File: src/hw/rtl/rbid_pkg.sv
// Shared types, constants and the microcode table for the reverse
// bitstream instruction decoder.
// No dependencies; every other rbid file imports this package.
package rbid_pkg;

  // Record kinds as they appear on out_tuser
  localparam logic [1:0] K_INSTR = 2'd0;
  localparam logic [1:0] K_LABEL = 2'd1;
  localparam logic [1:0] K_END   = 2'd2;
  localparam logic [1:0] K_TRUNC = 2'd3;

  localparam int unsigned BUF_W  = 16;
  localparam int unsigned HELD_W = 5;
  localparam int unsigned NEED_W = 4;

  // Handshake-level control state
  typedef enum logic [1:0] {
    CS_IDLE,
    CS_RUN,
    CS_DONE
  } ctl_st_t;

  // Microprogram steps
  typedef enum logic [3:0] {
    S_COUNT,
    S_OPCODE,
    S_ATYPE,
    S_AVALUE,
    S_BTYPE,
    S_BVALUE,
    S_LABEL,
    S_INSTR,
    S_PADEND
  } step_t;

  // Field width taken by a step
  typedef enum logic [2:0] {
    W_NONE,
    W_TWO,
    W_THREE,
    W_FIVE,
    W_AVAL,
    W_BVAL
  } wsel_t;

  // Datapath action of a step
  typedef enum logic [3:0] {
    A_LOAD_COUNT,
    A_LOAD_OP,
    A_LOAD_AT,
    A_LOAD_AV,
    A_LOAD_BT,
    A_LOAD_BV,
    A_EMIT_INSTR,
    A_EMIT_LABEL,
    A_EMIT_END
  } act_t;

  // Jump condition: next_t when it holds, next_f otherwise
  typedef enum logic [2:0] {
    C_ALWAYS,
    C_V_ZERO,
    C_NO_OPND,
    C_ONE_OPND,
    C_LEFT_ONE,
    C_END_OK
  } cond_t;

  typedef struct packed {
    wsel_t wsel;
    act_t  act;
    cond_t cond;
    step_t next_t;
    step_t next_f;
  } ucode_t;

  // Bit buffer control from the sequencer
  typedef struct packed {
    logic              load;
    logic              consume;
    logic [NEED_W-1:0] need;
  } bb_ctrl_t;

  // Bit buffer status to the sequencer
  typedef struct packed {
    logic [7:0]        field;
    logic [HELD_W-1:0] held;
    logic              enough;
  } bb_stat_t;

  // One result record
  typedef struct packed {
    logic [1:0] kind;
    logic [2:0] opcode;
    logic [1:0] a_type;
    logic [7:0] a_value;
    logic [1:0] b_type;
    logic [7:0] b_value;
    logic [2:0] label;
    logic [3:0] pad;
    logic       eop;
  } rec_t;

  // Value width for an operand type
  function automatic logic [NEED_W-1:0] value_bits(input logic [1:0] typ);
    logic [NEED_W-1:0] w;
    unique case (typ)
      2'd0:    w = 4'd8;
      2'd1:    w = 4'd3;
      default: w = 4'd5;
    endcase
    return w;
  endfunction

  // Microcode table
  function automatic ucode_t ucode_rom(input step_t s);
    ucode_t u;
    unique case (s)
      S_COUNT:  u = '{W_FIVE,  A_LOAD_COUNT, C_V_ZERO,   S_LABEL,  S_OPCODE};
      S_OPCODE: u = '{W_THREE, A_LOAD_OP,    C_NO_OPND,  S_INSTR,  S_ATYPE};
      S_ATYPE:  u = '{W_TWO,   A_LOAD_AT,    C_ALWAYS,   S_AVALUE, S_AVALUE};
      S_AVALUE: u = '{W_AVAL,  A_LOAD_AV,    C_ONE_OPND, S_INSTR,  S_BTYPE};
      S_BTYPE:  u = '{W_TWO,   A_LOAD_BT,    C_ALWAYS,   S_BVALUE, S_BVALUE};
      S_BVALUE: u = '{W_BVAL,  A_LOAD_BV,    C_ALWAYS,   S_INSTR,  S_INSTR};
      S_LABEL:  u = '{W_THREE, A_EMIT_LABEL, C_END_OK,   S_PADEND, S_COUNT};
      S_INSTR:  u = '{W_NONE,  A_EMIT_INSTR, C_LEFT_ONE, S_LABEL,  S_OPCODE};
      S_PADEND: u = '{W_NONE,  A_EMIT_END,   C_ALWAYS,   S_PADEND, S_PADEND};
      default:  u = '{W_FIVE,  A_LOAD_COUNT, C_V_ZERO,   S_LABEL,  S_OPCODE};
    endcase
    return u;
  endfunction

endpackage

File: src/hw/rtl/rbid_bitbuf.sv
// Bit buffer: appends input bytes above the held bits and hands out
// LSB-first fields of up to eight bits. Depends on rbid_pkg.
module rbid_bitbuf
  import rbid_pkg::*;
(
  input  logic     clk,
  input  logic     rst_n,
  input  bb_ctrl_t bb_ctrl,
  input  logic [7:0] data_byte,
  output bb_stat_t bb_stat
);

  logic [BUF_W-1:0]  buf_r, buf_nxt;
  logic [HELD_W-1:0] held_r, held_nxt;
  logic [7:0]        mask;
  logic [BUF_W-1:0]  byte_shifted;

  // Extract the low field and report whether it is complete
  assign mask         = 8'((9'd1 << bb_ctrl.need) - 9'd1);
  assign byte_shifted = {8'd0, data_byte} << held_r[3:0];

  assign bb_stat.field  = buf_r[7:0] & mask;
  assign bb_stat.held   = held_r;
  assign bb_stat.enough = held_r >= {1'b0, bb_ctrl.need};

  // Append on a transfer, drop consumed bits
  always_comb begin
    buf_nxt  = buf_r;
    held_nxt = held_r;
    if (bb_ctrl.load) begin
      buf_nxt  = buf_r | byte_shifted;
      held_nxt = held_r + 5'd8;
    end else if (bb_ctrl.consume) begin
      buf_nxt  = buf_r >> bb_ctrl.need;
      held_nxt = held_r - {1'b0, bb_ctrl.need};
    end
  end

  always_ff @(posedge clk) begin
    if (!rst_n) begin
      buf_r  <= '0;
      held_r <= '0;
    end else begin
      buf_r  <= buf_nxt;
      held_r <= held_nxt;
    end
  end

endmodule

File: src/hw/rtl/rbid_seq.sv
// Microcoded sequencer: step counter, microcode lookup, jump conditions,
// held instruction fields and record assembly. Depends on rbid_pkg.
module rbid_seq
  import rbid_pkg::*;
(
  input  logic     clk,
  input  logic     rst_n,
  input  logic     in_xfer,
  input  logic     in_first,
  input  logic     slot_free,
  input  bb_stat_t bb_stat,
  output bb_ctrl_t bb_ctrl,
  output logic     in_ready,
  output logic     rec_valid,
  output rec_t     rec
);

  ctl_st_t     state_r, state_nxt;
  step_t       step_r, step_nxt;
  logic        first_r, first_nxt;
  logic [4:0]  left_r, left_nxt;
  logic [2:0]  op_r, op_nxt;
  logic [1:0]  at_r, at_nxt;
  logic [7:0]  av_r, av_nxt;
  logic [1:0]  bt_r, bt_nxt;
  logic [7:0]  bv_r, bv_nxt;

  ucode_t            uc;
  logic [NEED_W-1:0] need;
  logic [HELD_W-1:0] held_after;
  logic              short_w, emits, cond_hit, step_go, trunc_go;

  assign uc = ucode_rom(step_r);

  // Field width of the current step
  always_comb begin
    unique case (uc.wsel)
      W_NONE:  need = 4'd0;
      W_TWO:   need = 4'd2;
      W_THREE: need = 4'd3;
      W_FIVE:  need = 4'd5;
      W_AVAL:  need = value_bits(at_r);
      W_BVAL:  need = value_bits(bt_r);
      default: need = 4'd0;
    endcase
  end

  assign short_w    = !bb_stat.enough;
  assign held_after = bb_stat.held - {1'b0, need};
  assign emits      = (uc.act == A_EMIT_INSTR) || (uc.act == A_EMIT_LABEL) ||
                      (uc.act == A_EMIT_END);
  assign step_go    = (state_r == CS_RUN) && !short_w && (!emits || slot_free);
  assign trunc_go   = (state_r == CS_RUN) && short_w && first_r && slot_free;

  // Jump condition
  always_comb begin
    unique case (uc.cond)
      C_ALWAYS:   cond_hit = 1'b1;
      C_V_ZERO:   cond_hit = bb_stat.field == 8'd0;
      C_NO_OPND:  cond_hit = bb_stat.field[2:0] == 3'd2;
      C_ONE_OPND: cond_hit = (op_r == 3'd1) || (op_r == 3'd5) ||
                             (op_r == 3'd6) || (op_r == 3'd7);
      C_LEFT_ONE: cond_hit = left_r == 5'd1;
      C_END_OK:   cond_hit = first_r && (held_after <= 5'd8);
      default:    cond_hit = 1'b0;
    endcase
  end

  // Next control state
  always_comb begin
    state_nxt = state_r;
    unique case (state_r)
      CS_IDLE: begin
        if (in_xfer) state_nxt = CS_RUN;
      end
      CS_RUN: begin
        if (short_w) begin
          if (!first_r) state_nxt = CS_IDLE;
          else if (slot_free) state_nxt = CS_DONE;
        end else if (step_go && (uc.act == A_EMIT_END)) begin
          state_nxt = CS_DONE;
        end
      end
      CS_DONE: state_nxt = CS_DONE;
      default: state_nxt = CS_IDLE;
    endcase
  end

  // Handshake, buffer control and record assembly
  always_comb begin
    in_ready        = (state_r == CS_IDLE) || (state_r == CS_DONE);
    bb_ctrl.load    = in_xfer && (state_r == CS_IDLE);
    bb_ctrl.consume = step_go;
    bb_ctrl.need    = need;
    rec_valid       = (step_go && emits) || trunc_go;
    rec             = '0;
    if (trunc_go) begin
      rec.kind = K_TRUNC;
      rec.eop  = 1'b1;
    end else begin
      unique case (uc.act)
        A_EMIT_INSTR: begin
          rec.kind    = K_INSTR;
          rec.opcode  = op_r;
          rec.a_type  = at_r;
          rec.a_value = av_r;
          rec.b_type  = bt_r;
          rec.b_value = bv_r;
        end
        A_EMIT_LABEL: begin
          rec.kind  = K_LABEL;
          rec.label = bb_stat.field[2:0];
        end
        A_EMIT_END: begin
          rec.kind = K_END;
          rec.pad  = bb_stat.held[3:0];
          rec.eop  = 1'b1;
        end
        default: rec = '0;
      endcase
    end
  end

  // Step counter and held fields
  always_comb begin
    step_nxt  = step_r;
    first_nxt = first_r;
    left_nxt  = left_r;
    op_nxt    = op_r;
    at_nxt    = at_r;
    av_nxt    = av_r;
    bt_nxt    = bt_r;
    bv_nxt    = bv_r;
    if (bb_ctrl.load) first_nxt = in_first;
    if (step_go) begin
      step_nxt = cond_hit ? uc.next_t : uc.next_f;
      unique case (uc.act)
        A_LOAD_COUNT: left_nxt = bb_stat.field[4:0];
        A_LOAD_OP: begin
          op_nxt = bb_stat.field[2:0];
          at_nxt = '0;
          av_nxt = '0;
          bt_nxt = '0;
          bv_nxt = '0;
        end
        A_LOAD_AT:    at_nxt   = bb_stat.field[1:0];
        A_LOAD_AV:    av_nxt   = bb_stat.field;
        A_LOAD_BT:    bt_nxt   = bb_stat.field[1:0];
        A_LOAD_BV:    bv_nxt   = bb_stat.field;
        A_EMIT_INSTR: left_nxt = left_r - 5'd1;
        default:      left_nxt = left_r;
      endcase
    end
  end

  always_ff @(posedge clk) begin
    if (!rst_n) begin
      state_r <= CS_IDLE;
      step_r  <= S_COUNT;
      first_r <= 1'b0;
      left_r  <= '0;
      op_r    <= '0;
      at_r    <= '0;
      av_r    <= '0;
      bt_r    <= '0;
      bv_r    <= '0;
    end else begin
      state_r <= state_nxt;
      step_r  <= step_nxt;
      first_r <= first_nxt;
      left_r  <= left_nxt;
      op_r    <= op_nxt;
      at_r    <= at_nxt;
      av_r    <= av_nxt;
      bt_r    <= bt_nxt;
      bv_r    <= bv_nxt;
    end
  end

endmodule

File: src/hw/rtl/reverse_bitstream_instruction_decoder.sv
// Reverse bitstream instruction decoder, top level: stream ports, result register.
// Each byte is transferred, then one microcode step runs per completed field or record
// until a step finds the buffer short; only then is the next byte accepted.
// Records appear in the cycle after their step in a one-deep register; a full one stalls.
// Synchronous active-low reset returns to the count field with an empty bit buffer.
// Depends on rbid_pkg, rbid_bitbuf and rbid_seq.
module reverse_bitstream_instruction_decoder
  import rbid_pkg::*;
(
  input  logic        clk,
  input  logic        rst_n,
  input  logic        in_tvalid,
  output logic        in_tready,
  input  logic [7:0]  in_tdata,   // [7:0] data_byte
  input  logic        in_tlast,   // first_of_file
  output logic        out_tvalid,
  input  logic        out_tready,
  output logic [31:0] out_tdata,  // [2:0] opcode, [4:3] operand_a_type,
                                  // [12:5] operand_a_value, [14:13] operand_b_type,
                                  // [22:15] operand_b_value, [25:23] label number,
                                  // [29:26] padding_bits, [31:30] zero
  output logic [1:0]  out_tuser,  // [1:0] record_kind
  output logic        out_tlast   // end_of_program
);

  bb_ctrl_t bb_ctrl;
  bb_stat_t bb_stat;
  rec_t     rec, out_rec_r, out_rec_nxt;
  logic     rec_valid, in_xfer, slot_free;
  logic     out_valid_r, out_valid_nxt;

  assign in_xfer   = in_tvalid && in_tready;
  assign slot_free = !out_valid_r || out_tready;

  rbid_bitbuf u_bitbuf (
    .clk       (clk),
    .rst_n     (rst_n),
    .bb_ctrl   (bb_ctrl),
    .data_byte (in_tdata),
    .bb_stat   (bb_stat)
  );

  rbid_seq u_seq (
    .clk       (clk),
    .rst_n     (rst_n),
    .in_xfer   (in_xfer),
    .in_first  (in_tlast),
    .slot_free (slot_free),
    .bb_stat   (bb_stat),
    .bb_ctrl   (bb_ctrl),
    .in_ready  (in_tready),
    .rec_valid (rec_valid),
    .rec       (rec)
  );

  // Load a record when the slot frees, drop valid once the transfer completes
  always_comb begin
    out_rec_nxt   = out_rec_r;
    out_valid_nxt = out_valid_r && !out_tready;
    if (rec_valid) begin
      out_rec_nxt   = rec;
      out_valid_nxt = 1'b1;
    end
  end

  always_ff @(posedge clk) begin
    if (!rst_n) begin
      out_valid_r <= 1'b0;
    end else begin
      out_valid_r <= out_valid_nxt;
    end
  end

  always_ff @(posedge clk) begin
    out_rec_r <= out_rec_nxt;
  end

  assign out_tvalid = out_valid_r;
  assign out_tuser  = out_rec_r.kind;
  assign out_tlast  = out_rec_r.eop;
  assign out_tdata  = {2'b00, out_rec_r.pad, out_rec_r.label, out_rec_r.b_value,
                       out_rec_r.b_type, out_rec_r.a_value, out_rec_r.a_type,
                       out_rec_r.opcode};

endmodule

File: config.mk
export PLATFORM = sky130hd
export DESIGN_NAME = reverse_bitstream_instruction_decoder
export DESIGN_NICKNAME = d
export VERILOG_FILES = /design/src/hw/rtl/rbid_pkg.sv /design/src/hw/rtl/rbid_bitbuf.sv /design/src/hw/rtl/rbid_seq.sv /design/src/hw/rtl/reverse_bitstream_instruction_decoder.sv
export SDC_FILE = /design/constraint.sdc
export NUM_CORES = 1
export LEC_CHECK = 0
export ABC_AREA = 1
export BUFFER_PORTS_ARGS = -buffer_cell sky130_fd_sc_hd__buf_2
export CAP_MARGIN = 10
export CORE_ASPECT_RATIO = 2
export CORE_MARGIN = 1.5
export CORE_UTILIZATION = 55
export CTS_CLUSTER_DIAMETER = 40
export DETAILED_ROUTE_END_ITERATION = 16
export PLACE_DENSITY = 0.74
export SYNTH_ARGS = -nofsm -noshare
export SYNTH_HDL_FRONTEND = slang
export SYNTH_SLANG_ARGS = --single-unit
File: constraint.sdc
create_clock -name clk -period 4.6 [get_ports clk]
set_clock_uncertainty 0.05 [all_clocks]
set_input_delay 0.69 -clock clk [delete_from_list [all_inputs] [get_ports clk]]
set_output_delay 0.69 -clock clk [all_outputs]
set_load 0.005 [all_outputs]
==> metrics, run 1 <==
run status=finished clean; maximum VDD drop=0.264 mV; minimum clock period=4.25 ns; storage element area=2470 sq um; synthesized flop and latch total=107; num rows=53; sequential element share of the synthesized area=41.5%; Lkg Pwr=2.76 nW; Hold Startpoint=u_seq.av_r[3]; DRT Wirelength=16.4 mm; Final setup viols=0; ys flop type=dfxtp_1; Critical Path AT=4.43 ns; Detailed Place HPWL=12.5 mm; RR Endpoint=u_seq.uc[8]; Worst Hold End=u_seq.av_r[3]; Synthesis Warnings=0; RSZ-0062 raised after global routing=no; GRT Resource Usage Total=29.5%; Final #Nets=869; routed vias=5,570; WP data required=4.78 ns; Clock Tree Buf Depth=2; startpoint type of the worst setup path=register; Placed Cells=968; synthesized area per cell=7.40 sq um; Clock Pin Slew Worst Setup and Hold Paths=0.08 ns; Mapped Cells=805; GP Congestion=1.00; hold_buf cts=0; DP Area=6280 sq um; # diodes=0; Synth area leaders=dfxtp_1 25%, edfxtp_1 17%, nand2_1 13%; slew margin rel.=42.7%; Filler Cell Count=948; Fmax=236 MHz; total CTS buffers=9; Root Driver=clkbuf_16; synthesized cell area=5960 sq um; largest net degree at the start of global routing=26; setup_tns=0 ns; PD cells=591 nW/um^2; fin. max-slew vios=0; worst hold path class=register to register; hold path cells=2; share of layout cells above drive strength 1=14.2%; first-pass detailed-route iteration total=5; Core Region=10,500 sq um; Layout area overhead=10.3%; r2r worst-path depth=24; DRT iter0 DRCs=340; CTS tree=done; critical path type=register to register; CP endpoint kind=register; DRC errors left=0; Unique masters post-synth=49; asr flop ratio synth=0%; die area=11,500 sq um; Slew @ Worst Pin=0.853 ns; Final Hold Viols=0; Clk Latency, worst-skew pair=0.36 ns; initial core utilization=56.5%; reg2reg start=u_seq.uc[17]; clk sinks=107; Tcrit/Tclk final=92.3%; global route total overflow=0; FF-to-FF setup slack=0.35 ns; Avg WL per Cell=16.7 microns; post-CTS setup buffers=0; Ports=50; top cell type's share of synthesized area=24.9%; design area=6570 sq um; number of global-route vias before repair=5,359; global-route wire length before repair=26.0 mm; IO Port Bufs=47; vias per cell=5.66; cell taking the most area after synthesis=dfxtp_1; H-tree depth=3; CP Max Fanout=16; Die Ht=150 microns; DRT antenna net count=0; Multi-input gate area=2950 sq um; Max Cap Viol=0; initial antenna violation count=0; Post-synth EDFFs=33; Die W=76.6 microns; post-route insts no fill=984; cells resized by post-CTS repair=0
where the power goes:
| part | switching (mW) | total [mW] | internal [mW] | leakage [nW] |
|---|---|---|---|---|
| combinational | 1.31 | 1.89 | 0.588 | 1.71 |
| sequential | 0.128 | 1.23 | 1.11 | 0.908 |
| clock | 0.374 | 0.755 | 0.380 | 0.138 |
| total | 1.81 | 3.88 | 2.07 | 2.76 |
placed cells by master, fill, tap and decap left out, types with 6 or more instances in the layout:
cell | netlist | routed
nand2_4 | 10 | 10
dfxtp_1 | 74 | 74
o21ai_1 | 11 | 11
clkbuf_16 | 0 | 9
ha_1 | 13 | 13
a21oi_1 | 45 | 45
inv_1 | 97 | 97
nand4_1 | 7 | 7
nor2_4 | 6 | 6
nand2_1 | 199 | 199
nor2_1 | 80 | 80
nand3_1 | 51 | 51
buf_2 | 7 | 47
buf_4 | 3 | 7
inv_2 | 6 | 6
a31oi_1 | 14 | 14
o21ai_0 | 56 | 56
edfxtp_1 | 33 | 33
cell families after synthesis:
family          share of synthesized area (%)
compound gates                           15.0
xor+xnor                                0.441
fa+ha+maj                                3.07
buf+inv                                  8.97
flops                                    41.5
mux                                     0.840
other cells                            0.0630
simple gates                             30.1
cell type report:
| cell class | instances | share of cell area (%) |
|---|---|---|
| clock buffer | 10 | 3.49 |
| clock inverter | 6 | 0.857 |
| inverter | 106 | 6.06 |
| multi-input combinational | 564 | 45.0 |
| sequential | 107 | 37.6 |
| tap | 137 | 2.61 |
| timing repair buffer | 54 | 4.38 |
worst max-delay path, cell delays in order (launching register included):
cell and delay, ns:
dfxtp_1 0.50, inv_2 0.11, ha_1 0.38, nand2_8 0.11
nand2_4 0.22, nand2_8 0.11, nor2_4 0.19, inv_1 0.08
ha_1 0.27, nor2_1 0.19, buf_4 0.18, inv_1 0.07
nor3_1 0.16, nand2_1 0.08, nor2_2 0.13, nor2_4 0.07
nand2_2 0.09, nand2_1 0.05, nand2_1 0.05, nand2_1 0.06
nand3_1 0.23, inv_1 0.17, ha_1 0.36, nand3_1 0.10
nand3_1 0.09
worst max-delay path by stage:
stage | to | cells after the start | slack (ns) | start
after floorplan | out_tdata[0] | 14 | 0.90 | u_seq.uc[17]
after global placement | u_seq.uc[8] | 24 | 0.61 | u_seq.uc[17]
after detailed placement | u_seq.uc[8] | 24 | 0.44 | u_seq.uc[17]
after CTS | u_seq.uc[8] | 24 | 0.40 | u_seq.uc[17]
after global routing | u_seq.uc[0] | 26 | 0.06 | u_seq.uc[17]
final | u_seq.uc[8] | 24 | 0.35 | u_seq.uc[17]
per-layer routing:
| metal | share of wire [%] | GRT usage [%] | up-vias |
|---|---|---|---|
| met5 | 0 | 0 | - |
| met3 | 3.9 | 4.30 | 61 |
| met2 | 55 | 57.6 | 204 |
| met4 | 6.5 | 19.8 | 0 |
| met1 | 35 | 27.8 | 2585 |
| li1 | - | - | 2720 |
stage by stage:
step                util, %  total power, mW  worst slack [ns]  hold WS [ns]
finish                 62.3             3.88             0.354         0.409
global route           62.3             4.13            0.0639         0.430
CTS                    62.3             3.85             0.403         0.411
detailed placement     59.6             3.11             0.438         0.400
global placement       59.6             3.07             0.612         0.395
floorplan                 -             2.63             0.895         0.380
registers in the layout (all words and copies together), names as in the netlist:
name / count
out_tlast: 1
u_seq.step_r: 4
u_seq.state_r: 2
u_bitbuf.buf_r: 16
out_tvalid: 1
u_seq.left_r: 5
u_seq.uc: 17
u_seq.bt_r: 2
u_seq.at_r: 2
u_seq.av_r: 8
u_bitbuf.held_r: 5
u_seq.first_r: 1
out_tdata: 30
out_tuser: 2
u_seq.op_r: 3
u_seq.bv_r: 8
synth_stat cells (2+ instances only):
| library cell | n |
|---|---|
| dfxtp_1 | 74 |
| nand2_4 | 10 |
| buf_2 | 7 |
| a31oi_1 | 14 |
| inv_1 | 97 |
| o22ai_1 | 2 |
| nand2_2 | 4 |
| o21ai_0 | 56 |
| inv_2 | 6 |
| nor2_1 | 80 |
| mux2i_1 | 5 |
| nand3_2 | 5 |
| nand4_1 | 7 |
| a211oi_1 | 5 |
| a22oi_1 | 3 |
| nor2_4 | 6 |
| or2_2 | 5 |
| a21oi_2 | 3 |
| nor2_2 | 5 |
| nand3_1 | 51 |
| nand2_8 | 2 |
| o21ai_1 | 11 |
| o211ai_1 | 5 |
| o221ai_1 | 5 |
| ha_1 | 13 |
| a21oi_1 | 45 |
| nand2_1 | 199 |
| nor3_1 | 5 |
| edfxtp_1 | 33 |
| buf_4 | 3 |
| clkinv_1 | 3 |
| clkbuf_1 | 16 |
| buf_1 | 2 |
| xor2_1 | 3 |
No activity file was read; power rests on OpenSTA's default activity.
==> run 2: changes to the inputs <==
BUFFER_PORTS_ARGS = default   (was -buffer_cell sky130_fd_sc_hd__buf_2)
DONT_BUFFER_PORTS = 1   (was default)
PLACE_DENSITY = 0.7   (was 0.74)
==> run 2 against run 1 <==
  * Sequential share of layout area up 1.2 points
  * Critical path depth down 2
  * Critical path type unchanged
  * Critical endpoint unchanged
  * Clock power increased by 9.9%
  * Fmax rose by 2.7%
  * Sequential power hardly changed
  * Largest cell class unchanged
  * Worst setup slack better by 0.11 ns
==> metrics, run 2 (synthesis results as in run 1) <==
FF-to-FF setup slack=0.47 ns; cells along the critical path=inv_2 > ha_1 > nand2_8 > nand2_4 > inv_2 > ha_1 > inv_1 > fa_1 > xor2_1 > o31ai_1 > nand2_1 > nand2_1 > nor2_4 > nand2_2 > nand2_1 > nand2_1 > nand2_1 > nand3_1 > inv_1 > ha_1 > nand3_1 > nand3_1; minimum clock period=4.13 ns; total CTS buffers=9; clk sinks=107; fin. max-slew vios=0; Layout area overhead=7.02%; hold_buf cts=0; H-tree depth=3; design area=6370 sq um; most frequent cells in the layout=199 x nand2_1, 97 x inv_1, 80 x nor2_1, 73 x dfxtp_1, 56 x o21ai_0; Clock Tree Buf Depth=2; CP Max Fanout=19; Final setup viols=0; number of global-route vias before repair=5,124; first-pass detailed-route iteration total=5; Tcrit/Tclk final=89.9%; GRT Resource Usage Total=29.6%; worst hold path class=register to register; # diodes=0; vias per cell=5.69; Final #Nets=822; Clock Pin Slew Worst Setup and Hold Paths=0.07 ns; Final Hold Viols=0; Detailed Place HPWL=12.8 mm; Slew @ Worst Pin=0.785 ns; DRT Wirelength=16.4 mm; run status=finished clean; largest net degree at the start of global routing=30; Root Driver=clkbuf_16; Top delay family on crit path=simple AND/OR/NAND/NOR gates; CTS tree=done; global route total overflow=0; CP most frequent cell=nand2_1; RSZ-0062 raised after global routing=no; Core Region=10,500 sq um; DRC errors left=0; Critical Path AT=4.31 ns; Die Ht=150 microns; initial core utilization=56.5%; Avg WL per Cell=17.5 microns; DRT iter0 DRCs=291; commonest non-fill, non-tap cell in the layout=nand2_1; Filler Cell Count=945; PD cells=622 nW/um^2; DRT antenna net count=0; setup_tns=0 ns; critical path type=register to register; initial antenna violation count=0; num rows=53; Worst path slowest cell=dfxtp_2; DP Area=6050 sq um; startpoint type of the worst setup path=register; Worst Path Buf+Inv=4; post-route insts no fill=937; global-route wire length before repair=25.7 mm; Max Cap Viol=0; Die W=76.6 microns; maximum VDD drop=0.336 mV; IO Port Bufs=0; total power=3.96 mW; GP Congestion=1.01; slew margin rel.=47.2%; share of layout cells above drive strength 1=9.25%; Placed Cells=921; Largest register FFs=30; routed vias=5,334; Fmax=242 MHz; WP data required=4.78 ns; Lkg Pwr=2.59 nW; CP endpoint kind=register; die area=11,500 sq um; Max stage delay on crit path=0.42 ns; Clk Latency, worst-skew pair=0.34 ns; Ports=50
run 2: final cells by class:
type | instances | area, sq um | area share, %
timing repair buffer | 7 | 52.6 | 0.824
clock inverter | 7 | 100 | 1.57
inverter | 106 | 398 | 6.24
sequential | 107 | 2470 | 38.8
clock buffer | 9 | 225 | 3.53
tap | 137 | 171 | 2.69
multi-input combinational | 564 | 2950 | 46.3
run 2: routing by layer:
| layer | routed length, microns | GRT usage (%) | vias to the layer above |
|---|---|---|---|
| met5 | 0 | 0 | - |
| met4 | 1240 | 22.5 | 0 |
| met3 | 482 | 4.24 | 64 |
| met2 | 9200 | 57.5 | 181 |
| met1 | 5470 | 27.0 | 2474 |
| li1 | - | - | 2615 |
run 2: path summary, 6_finish.rpt:
check,start,endpoint,cells past startpoint
worst max-delay path,u_seq.uc[17],u_seq.uc[8],22
worst min-delay path,u_seq.av_r[3],u_seq.av_r[3],2
worst max register to register,u_seq.uc[17],u_seq.uc[8],22
worst min register to register,u_seq.av_r[3],u_seq.av_r[3],2
run 2: stage by stage:
step / setup WS [ns] / hold slack (ns) / util, %
after floorplan: 0.895 / 0.380 / -
after global placement: 0.512 / 0.391 / 57.4
after detailed placement: 0.414 / 0.394 / 57.4
after CTS: 0.368 / 0.405 / 60.4
after global routing: 0.114 / 0.417 / 60.4
final: 0.466 / 0.405 / 60.4
run 2: timing repair:
item	4_1_cts	5_1_grt
endpoints found under the setup margin	0	2
setup buffers	0	0
resized for setup	0	1
run 2: power by group:
part,total (mW),internal [mW],switching [mW]
Clock,0.830,0.481,0.349
Combinational,1.89,0.578,1.31
Sequential,1.25,1.11,0.138
Total,3.96,2.17,1.80
run 2: worst reg2reg max path: cells and delay by family (launching register included):
family          cells  cell delay [ns]
simple gates       12             1.36
compound gates      1             0.11
buf+inv             4             0.59
fa+ha+maj           4             1.21
xor+xnor            1             0.27
flops               1             0.42
==> run 3: changes to the inputs <==
PLACE_DENSITY = 0.73   (was 0.7)
clock period = 3.65 ns   (was 4.6 ns; I/O delays follow)
==> run 3 against run 2 <==
  * Core utilization increased by 1.9 points
  * Count of clock-buffer cells in the layout increased by 1
  * Sequential power increased by 23%
  * Global-route usage increased by 0.59 points
==> metrics, run 3 (synthesis results as in run 1) <==
run status=finished clean; CP endpoint=u_seq.uc[16]; Crit. Startpoint=u_seq.uc[17]; hold_buf cts=0; Ports=50; Final #Nets=842; Core Region=10,500 sq um; die area=11,500 sq um; Hold Startpoint=rst_n; worst hold path class=input pin to register; Final Hold Viols=0; Lkg Pwr=2.68 nW; DRC errors left=0; H-tree depth=3; global-route wire length before repair=26.6 mm; slew margin rel.=48.3%; startpoint type of the worst setup path=register; CP Max Fanout=8; initial antenna violation count=0; DRT iter0 DRCs=296; vias per cell=5.73; RR Endpoint=u_seq.uc[16]; GP Congestion=0.921; GRT Resource Usage Total=30.2%; Fmax=291 MHz; FF-to-FF setup slack=0.21 ns; WP data required=3.84 ns; largest net degree at the start of global routing=42; CTS tree=done; Clock Tree Buf Depth=2; clk sinks=107; maximum VDD drop=0.360 mV; fin. max-slew vios=0; Avg WL per Cell=17.7 microns; minimum clock period=3.44 ns; Layout area overhead=10.4%; global route total overflow=0; DRT Wirelength=16.9 mm; Critical Path AT=3.62 ns; Worst path slowest cell=dfxtp_1; CP most frequent cell=nand2_1; # diodes=0; Tcrit/Tclk final=94.2%; number of global-route vias before repair=5,450; critical path type=register to register; post-layout util=62.3%; cells along the critical path=inv_2 > ha_4 > nand2_8 > nand2_4 > ha_2 > a21oi_1 > nand2_1 > or2_2 > nand2_1 > inv_1 > o31ai_1 > nand2_1 > nand2_1 > nor2_4 > nand2_2 > nand2_1 > nand2_1 > nand2_1 > nand3_2 > buf_4 > ha_1 > nand2_4 > nand2_2 > nand3_1; setup_tns=0 ns; CP endpoint kind=register; Slew @ Worst Pin=0.769 ns; Final setup viols=0; PD cells=772 nW/um^2; IO Port Bufs=0; post-route insts no fill=957; num rows=53; Max stage delay on crit path=0.34 ns; worst hold margin=0.288 ns; routed vias=5,483; most frequent cells in the layout=197 x nand2_1, 96 x inv_1, 77 x nor2_1, 72 x dfxtp_1, 56 x o21ai_0; Largest register FFs=30; total CTS buffers=9; Filler Cell Count=883; reg2reg start=u_seq.uc[17]; commonest non-fill, non-tap cell in the layout=nand2_1; initial core utilization=56.5%; Clk Latency, worst-skew pair=0.35 ns; Max Cap Viol=0; Placed Cells=940; Detailed Place HPWL=13.2 mm; first-pass detailed-route iteration total=5; r2r worst-path depth=24; Die Ht=150 microns; share of layout cells above drive strength 1=13.3%; Clock Pin Slew Worst Setup and Hold Paths=0.07 ns; Die W=76.6 microns; DRT antenna net count=0; Root Driver=clkbuf_16
==> run 3: report_power, final <==
group | switching, mW | internal, mW | leakage, nW
logic | 1.73 | 0.854 | 1.63
registers | 0.147 | 1.40 | 0.907
clock network | 0.466 | 0.482 | 0.142
==> run 3: cell type report <==
cell class                 instances  area [sq um]  area share, %
multi-input combinational        564          3020           46.0
sequential                       107          2480           37.7
inverter                         106           400           6.09
clock buffer                      10           229           3.48
timing repair buffer              27           215           3.27
tap                              137           171           2.61
clock inverter                     6          57.6          0.876
==> run 3: timing repair <==
| action | CTS | global route |
|---|---|---|
| pin swaps | 0 | 3 |
| setup endpoints to repair | 11 | 28 |
| resized for setup | 2 | 17 |
| cloned | 0 | 0 |
| buffers inserted | 0 | 1 |
==> run 3: through the flow <==
stage          power (mW)  setup slack [ns]  cell area, sq um
4_1_cts              4.98            0.0117              6490
6_report             5.08             0.212              6570
3_3_place_gp         3.99            0.0893              6200
2_1_floorplan        3.31            0.0114              5960
3_5_place_dp         4.03           -0.0201              6200
5_1_grt              5.41          -0.00232              6570
==> run 3: worst min path at each step <==
stage,to,cells after the start,slack [ns]
final,u_bitbuf.held_r[0],2,0.29
after global routing,u_bitbuf.held_r[0],2,0.28
after CTS,out_tvalid,2,0.28
after detailed placement,u_seq.av_r[0],2,0.41
after global placement,u_seq.av_r[3],2,0.39
after floorplan,u_seq.av_r[3],2,0.38
==> run 3: critical path, delay by kind of cell, from the launching register on <==
| family | cells | cell delay, ns |
|---|---|---|
| and+or+nand+nor | 16 | 1.63 |
| adders and majority gates | 3 | 0.81 |
| AOI/OAI and AO/OA | 2 | 0.22 |
| DFF | 1 | 0.34 |
| buffers and inverters | 3 | 0.28 |
==> run 3: metal layers <==
metal | GRT usage, % | share of wire, % | vias up
met1 | 26.3 | 33 | 2558
met4 | 24.7 | 9.1 | 0
met3 | 4.24 | 3.0 | 85
li1 | - | - | 2654
met5 | 0 | 0 | -
met2 | 59.3 | 55 | 186
